`config.mk`:
```
export PLATFORM = sky130hd
export DESIGN_NAME = rmst_ctrl
export DESIGN_NICKNAME = d
export VERILOG_FILES = /design/src/hw/rtl/rmst_pkg.sv /design/src/hw/rtl/rmst_ctrl.sv
export SDC_FILE = /design/constraint.sdc
export NUM_CORES = 1
export LEC_CHECK = 0
export BUFFER_PORTS_ARGS = -buffer_cell sky130_fd_sc_hd__buf_4
export CAP_MARGIN = 20
export CELL_PAD_IN_SITES_DETAIL_PLACEMENT = 1
export CELL_PAD_IN_SITES_GLOBAL_PLACEMENT = 1
export CORE_ASPECT_RATIO = 1.2
export CORE_UTILIZATION = 34
export DETAILED_ROUTE_END_ITERATION = 10
export PLACE_DENSITY_LB_ADDON = 0.1
export SETUP_SLACK_MARGIN = 0.2
export SYNTH_ARGS = -nofsm -noshare
export SYNTH_HDL_FRONTEND = slang
export SYNTH_SLANG_ARGS = --single-unit
```
`constraint.sdc`:
```
create_clock -name clk -period 2.1 [get_ports clk]
set_input_delay 0 -clock clk [delete_from_list [all_inputs] [get_ports clk]]
set_output_delay 0 -clock clk [all_outputs]
set_load 0.005 [all_outputs]
```
`src/hw/rtl/rmst_pkg.sv`:
```
// Shared types and constants for the range-minimum segment tree.
`timescale 1ns / 1ps
package rmst_pkg;

    localparam int POS_W   = 10;
    localparam int VALUE_W = 30;
    localparam int NODE_W  = 31;

    localparam logic [NODE_W-1:0] EMPTY_MARK = {NODE_W{1'b1}};

    localparam logic KIND_UPDATE = 1'b0;
    localparam logic KIND_QUERY  = 1'b1;

    // Datapath commands, several may be active in one cycle.
    typedef struct packed {
        logic clr_step;
        logic up_start;
        logic up_read;
        logic up_merge;
        logic q_start;
        logic rd_l;
        logic rd_r;
        logic merge;
        logic shift;
        logic load_result;
    } cmd_t;

    typedef struct packed {
        logic pos_ok;
        logic clr_last;
        logic parent_root;
        logic l_lt_r;
        logic l_odd;
        logic r_odd;
        logic out_busy;
    } status_t;

endpackage

```
`src/hw/rtl/rmst_ctrl.sv`:
```
// Sequencer for clearing, leaf update climb and range query walk.
`timescale 1ns / 1ps
module rmst_ctrl (
    input  logic              clk,
    input  logic              rst_n,
    input  logic              req_valid,
    input  logic              req_kind,
    output logic              req_ready,
    input  rmst_pkg::status_t status,
    output rmst_pkg::cmd_t    cmd
);

    typedef enum logic [7:0] {
        S_CLEAR   = 8'b0000_0001,
        S_IDLE    = 8'b0000_0010,
        S_UP_READ = 8'b0000_0100,
        S_UP_MRG  = 8'b0000_1000,
        S_Q_LEFT  = 8'b0001_0000,
        S_Q_LDATA = 8'b0010_0000,
        S_Q_RDATA = 8'b0100_0000,
        S_DONE    = 8'b1000_0000
    } state_t;

    state_t state_reg;
    state_t state_next;

    always_ff @(posedge clk or negedge rst_n)
    begin
        if (!rst_n)
        begin
            state_reg <= S_CLEAR;
        end
        else
        begin
            state_reg <= state_next;
        end
    end

    always_comb
    begin
        state_next = state_reg;
        cmd        = '0;
        req_ready  = 1'b0;
        unique case (state_reg)
            S_CLEAR:
            begin
                cmd.clr_step = 1'b1;
                if (status.clr_last)
                begin
                    state_next = S_IDLE;
                end
            end
            S_IDLE:
            begin
                req_ready = 1'b1;
                if (req_valid)
                begin
                    if (req_kind == rmst_pkg::KIND_QUERY)
                    begin
                        cmd.q_start = 1'b1;
                        state_next  = S_Q_LEFT;
                    end
                    else if (status.pos_ok)
                    begin
                        cmd.up_start = 1'b1;
                        state_next   = S_UP_READ;
                    end
                end
            end
            S_UP_READ:
            begin
                cmd.up_read = 1'b1;
                state_next  = S_UP_MRG;
            end
            S_UP_MRG:
            begin
                cmd.up_merge = 1'b1;
                state_next   = status.parent_root ? S_IDLE : S_UP_READ;
            end
            S_Q_LEFT:
            begin
                priority if (!status.l_lt_r)
                begin
                    state_next = S_DONE;
                end
                else if (status.l_odd)
                begin
                    cmd.rd_l   = 1'b1;
                    state_next = S_Q_LDATA;
                end
                else if (status.r_odd)
                begin
                    cmd.rd_r   = 1'b1;
                    state_next = S_Q_RDATA;
                end
                else
                begin
                    cmd.shift = 1'b1;
                end
            end
            S_Q_LDATA:
            begin
                cmd.merge = 1'b1;
                if (status.r_odd)
                begin
                    cmd.rd_r   = 1'b1;
                    state_next = S_Q_RDATA;
                end
                else
                begin
                    cmd.shift  = 1'b1;
                    state_next = S_Q_LEFT;
                end
            end
            S_Q_RDATA:
            begin
                cmd.merge  = 1'b1;
                cmd.shift  = 1'b1;
                state_next = S_Q_LEFT;
            end
            S_DONE:
            begin
                if (!status.out_busy)
                begin
                    cmd.load_result = 1'b1;
                    state_next      = S_IDLE;
                end
            end
            default:
            begin
                state_next = S_CLEAR;
            end
        endcase
    end

endmodule

```
==> impl_metrics.toml, run 1 <==
[status]
status = "finished, final reports clean"

[sta]
slew_violations = 0
rsz0062_at_grt = "true"
finalHoldViolations = 0
post-route-period-util_pct = 85.6
setup_viol_count_final = 0
relSlewSlack_pct = 64.4
setup_tns_ps = 0
max_freq_mhz = 556
fin_skew_ps = 5.93
timing.hold.ws_ps = 49.7
setup_ws_ps = 303
min_period_ps = 1800
worstMarginPinSlew_ps = 527

[worst_setup_path]
rrSetupSlack_ps = 320
cp-start-kind = "register"
startpoint = "state_reg[5]"
crit_end = "cmd[1]"
critPathArrivalTime_ps = 1800
cp-end-kind = "output pin"
path_max_fanout = 7
crit_cells = 4
crit_type = "register to output pin"
path_delay_family = "simple AND/OR/NAND/NOR gates"
r2r-start = "state_reg[2]"
slowest_stage = "nor4bb_1"
max_stage_delay_ps = 530
crit_chain = "nor4bb_1, nand4b_1, nand2b_1, buf_4"
cp_data_required_time_ps = 2100
r2r-end = "state_reg[2]"
ff2ff_path_depth = 6
path_buf_inv = 1

[routing]
final_antenna_net_count = 0
wl_um = 1620
drcViolationCount = 0
post_drt_wl_per_cell_um = 14.7
firstDrtPassIters = 4
viasPerCell = 5.65
drt_iter0_drc = 11
vias = 622

[hold_path]
hold_depth = 2
hp-start = "status[1]"
hold_path_class = "input port to register"

[layout]
antenna_cells = 0
most-common-layout-cells = "23 x buf_4, 7 x nor2_1, 7 x dfrtp_1, 6 x nand2_1"
area_growth_pct = 45.3
fin_nets = 104
n_fill_cell = 192
drive_above_1_share_pct = 40.2
final_common_cell = "buf_4"
fin_area_um2 = 847
largest_register_ffs = 8
final-instance-count-excl-fill = 110

[yosys]
synth_ff_type = "dfrtp_1"
yosysWarnings = 0
netlist_area_um2 = 583
synth_cell_type_count = 29
synth_nets = 73
ys_seq_area_share_pct = 34.5
synthesis.area_per_instance_um2 = 9.40
synth_seq_cells = 8
async_reset_ff_share_pct = 100
synth-edff-count = 0
netlist_instances = 62

[global_routing]
grt_max_degree = 9
antenna_found_initial = 0
grt_pass1_vias = 549
track_usage_pct = 20.2
grt_pass1_wl_um = 2500
gr-total-overflow = 0

[placed_design]
routabilityCongestion = 0.814
place_hpwl_um = 1210
port_buffers = 21
post-place-cells = 100
dp_slack_ps = 266
placed_cell_area_um2 = 752

[floorplan]
die_h_um = 47.4
start_util_pct = 36.0
io_pins = 22
rows = 16
design.core.area_um2 = 1620
dieWidth_um = 39.8
die_area_um2 = 1880

[power]
switching_share_pct = 39.4
power_density_nw_per_um2 = 851
p_sw_w = 0.000284
p_seq_share_pct = 32.0
p_leak_nw = 0.391
p_int_w = 0.000437
power_frac_comb_pct = 49.5
power_frac_clock_pct = 18.5
ir_drop_mv = 0.417

[clock_network]
clk_pin_slew_ps = 60
cts_sinks = 8
cts_htree_levels = 1
cts_root_buffer = "clkbuf_4"
cts_buffer_depth = 2
cts_buffers = 3
worstSkewPairLatency_ps = 260
cts_tree = "built"

[job]
max_cap_viol_count = 0
==> logic make-up after synthesis <==
| kind of cell | count (synthesis) | share of synthesized area (%) |
|---|---|---|
| buffers and inverters | 4 | 3.86 |
| AND/OR/NAND/NOR | 35 | 44.0 |
| XOR/XNOR | 1 | 1.50 |
| AO/OA/AOI/OAI | 14 | 16.1 |
| flip-flops | 8 | 34.6 |
==> synthesized netlist by cell type, types with 2 or more instances <==
cell / count / area share, %
a21oi_1: 2 / 1.7
nand4b_1: 3 / 4.5
dfrtp_1: 7 / 30
o21ai_0: 5 / 4.3
o2111a_1: 2 / 3.9
nor2_1: 7 / 4.5
nor3b_1: 3 / 3.9
inv_1: 3 / 1.9
nand2b_1: 2 / 2.1
nor4_4: 2 / 7.3
nor2b_1: 2 / 2.1
o31ai_1: 2 / 2.6
nand2_1: 6 / 3.9
==> how the worst min path moves through the flow <==
| stage | to | slack [ps] |
|---|---|---|
| 2_1_floorplan | state_reg[1] | -300 |
| 3_3_place_gp | state_reg[4] | -170 |
| 3_5_place_dp | state_reg[4] | -170 |
| 4_1_cts | state_reg[6] | 40 |
| 5_1_grt | state_reg[6] | 70 |
| 6_report | state_reg[6] | 50 |
==> timing repair <==
item,in CTS,in global routing
gates resized for setup,0,4
hold endpoints to repair,11,0
pin swaps,1,1
setup buffers,2,0
endpoints found under the setup margin,1,7
hold buffers,4,0
==> per-layer routing <==
layer	track usage, %	routed length [um]
met1	26.1	750
met4	13.1	37
met3	3.79	52
met2	30.5	778
met5	0	0
==> metrics by stage <==
step / total power, W / utilization (%)
4_1_cts: 0.000712 / 51.4
5_1_grt: 0.000765 / 52.2
2_1_floorplan: 0.000464 / -
3_3_place_gp: 0.000561 / 46.4
3_5_place_dp: 0.000562 / 46.4
6_report: 0.000721 / 52.2
==> power groups by stage <==
stage	clock [W]	combinational, W	sequential (W)
floorplan	0	0.000240	0.000224
global placement	0	0.000328	0.000233
detailed placement	0	0.000327	0.000234
CTS	0.000136	0.000345	0.000231
global route	0.000138	0.000393	0.000234
finish	0.000134	0.000357	0.000231
==> area by class of cell <==
cell class              count  area, um^2  share of cell area [%]
inverters                   3        11.3                    1.33
clock buffers               4        26.3                    3.10
well taps                  18        22.5                    2.66
multi-input cells          50         373                    44.0
repair buffers             27         213                    25.1
flip-flops and latches      8         201                    23.8
No activity file was read; power rests on OpenSTA's default activity.
==> run 2: changes to the inputs <==
Settings changed: ABC_AREA set to 1, CORE_UTILIZATION 34 to 32.
==> run 2 against run 1 <==
Routed wire length grew 5.7%. Register-to-register slack gained 380 ps. Sequential power shrank 5%. Hold slack lost 45 ps. Utilization shrank 5.7 points. Clock skew grew 9.1 ps. Final cell count grew 35%. Critical path type unchanged. Largest cell class unchanged.
==> impl_metrics.toml, run 2 <==
[worst_setup_path]
path_delay_family = "simple AND/OR/NAND/NOR gates"
crit_end = "cmd[8]"
r2r-end = "state_reg[1]"
rrSetupSlack_ps = 700
path_buf_inv = 1
ff2ff_path_depth = 9
cp-end-kind = "output pin"
critPathArrivalTime_ps = 1520
cp_data_required_time_ps = 2100
r2r-start = "state_reg[0]"
crit_type = "register to output pin"
cp-start-kind = "register"
path_max_fanout = 6
max_stage_delay_ps = 420
slowest_stage = "dfrtp_1"
startpoint = "state_reg[5]"
crit_cells = 6
crit_chain = "nor2_2, nand2_2, nor2_4, nand2_1, nor3_1, buf_4"

[layout]
n_fill_cell = 256
largest_register_ffs = 8
final_common_cell = "nand2_1"
area_growth_pct = 35.4
drive_above_1_share_pct = 33.8
most-common-layout-cells = "25 x nand2_1, 22 x inv_1, 21 x buf_4, 14 x nor2_1, 10 x nand3_1"
antenna_cells = 0
fin_nets = 142

[yosys]
synth.most_common_cell = "nand2_1"
synth_top_cell_by_area = "dfrtp_1"
synthesis.area_per_instance_um2 = 6.24
ys_seq_area_share_pct = 31.3
yosysWarnings = 0
synthDominantCellAreaShare_pct = 27.2
synth_cell_type_count = 16
netlist_instances = 103
synth_ff_type = "dfrtp_1"
synth_seq_cells = 8
yosys-top-cells-area = "dfrtp_1 27%, nand2_1 15%, inv_1 13%, nor2_1 8.2%, nand3_1 7.8%"
async_reset_ff_share_pct = 100
synth-edff-count = 0
netlist_area_um2 = 643
synth_commonest_cells = "25 x nand2_1, 22 x inv_1, 14 x nor2_1, 10 x nand3_1, 7 x dfrtp_1"
synth_nets = 114

[power]
p_sw_w = 0.000323
p_seq_share_pct = 29.7
power_frac_clock_pct = 16.9
power_density_nw_per_um2 = 846
p_int_w = 0.000414
switching_share_pct = 43.9
ir_drop_mv = 0.348
power_frac_comb_pct = 53.3
p_leak_nw = 0.520

[clock_network]
cts_root_buffer = "clkbuf_4"
cts_buffer_depth = 2
worstSkewPairLatency_ps = 260
post_cts_resized = 0
clk_pin_slew_ps = 60
cts_sinks = 8
cts_htree_levels = 1
cts_buffers = 3
cts_tree = "built"

[floorplan]
dieWidth_um = 42.9
design.core.area_um2 = 1870
io_pins = 22
rows = 17
start_util_pct = 34.4
die_area_um2 = 2190
die_h_um = 51.1

[routing]
vias = 700
firstDrtPassIters = 3
drcViolationCount = 0
viasPerCell = 4.70
post_drt_wl_per_cell_um = 11.5
final_antenna_net_count = 0
drt_iter0_drc = 5
wl_um = 1710

[sta]
fin_skew_ps = 15.0
setup_viol_count_final = 0
min_period_ps = 1520
relSlewSlack_pct = 86.5
timing.hold.ws_ps = 5.06
max_freq_mhz = 657
setup_tns_ps = 0
post-route-period-util_pct = 72.4
rsz0062_at_grt = "false"
worstMarginPinSlew_ps = 202
finalHoldViolations = 0
slew_violations = 0

[job]
max_cap_viol_count = 0

[hold_path]
hold_path_class = "input port to register"
hold_depth = 4

[placed_design]
routabilityCongestion = 0.819
place_hpwl_um = 1540
port_buffers = 21

[global_routing]
antenna_found_initial = 0
grt_pass1_vias = 674
grt_pass1_wl_um = 2860
grt_max_degree = 9
gr-total-overflow = 0
track_usage_pct = 17.9

[status]
status = "finished, final reports clean"
## run 2: kinds of logic after synthesis
kind of cell | count (synthesis) | share of synthesized area [%]
AO/OA/AOI/OAI | 4 | 3.11
buffers and inverters | 25 | 14.6
flip-flops | 8 | 31.3
AND/OR/NAND/NOR | 66 | 51.0
## run 2: layout make-up
type | instances | area [um^2] | area share (%)
Inverter | 25 | 93.8 | 10.8
Multi-Input combinational cell | 70 | 348 | 39.9
Tap cell | 19 | 23.8 | 2.73
Clock buffer | 4 | 26.3 | 3.02
Sequential cell | 8 | 201 | 23.1
Timing Repair Buffer | 23 | 178 | 20.4
## run 2: worst register-to-register path, stage by stage (launching register included)
cell and delay [ps]:
dfstp_2 550, nor2_2 60, nand2_2 100, inv_2 70, nand3_1 100, nand2_1 80
nor2_2 150, nand2_2 80, nand2_1 60, nand2_1 50
## run 2: worst min-delay path by stage
| stage | end | from | slack, ps |
|---|---|---|---|
| after floorplan | state_reg[1] | rst_n | -300 |
| after global placement | state_reg[3] | rst_n | -180 |
| after detailed placement | state_reg[3] | rst_n | -180 |
| after CTS | state_reg[0] | status[5] | 7 |
| after global routing | state_reg[5] | status[2] | 20 |
| final | state_reg[0] | status[5] | 5 |
## run 2: timing repair
item,CTS,global route
hold endpoints to repair,9,0
hold buffers,2,0
buffers inserted,0,0
## run 2: power by group through the flow
stage               Sequential [W]  Clock [W]  Combinational (W)
floorplan                 0.000216          0           0.000272
global placement          0.000219          0           0.000382
detailed placement        0.000222          0           0.000396
CTS                       0.000219   0.000127           0.000401
global route              0.000224   0.000137           0.000446
finish                    0.000219   0.000125           0.000393
## run 2: metrics by stage
step                      std cells  util [%]  power [W]  instance area [um^2]  worst slack [ps]
final                           149      46.5   0.000737                   871               579
after global routing            149      46.5   0.000807                   871               445
after CTS                       149      46.5   0.000748                   871               568
after detailed placement        143      44.1   0.000618                   825               720
after global placement          143      44.1   0.000601                   825               736
after floorplan                 103         -   0.000488                   643               853
## run 2: metal layers
layer	global-route usage [%]	wire length [um]	share of wire, %	vias up
met5	0	0	0	-
met4	9.38	30	1.8	0
met3	2.12	47	2.7	4
met2	30.1	900	53	16
met1	22.1	733	43	324
li1	-	-	-	356
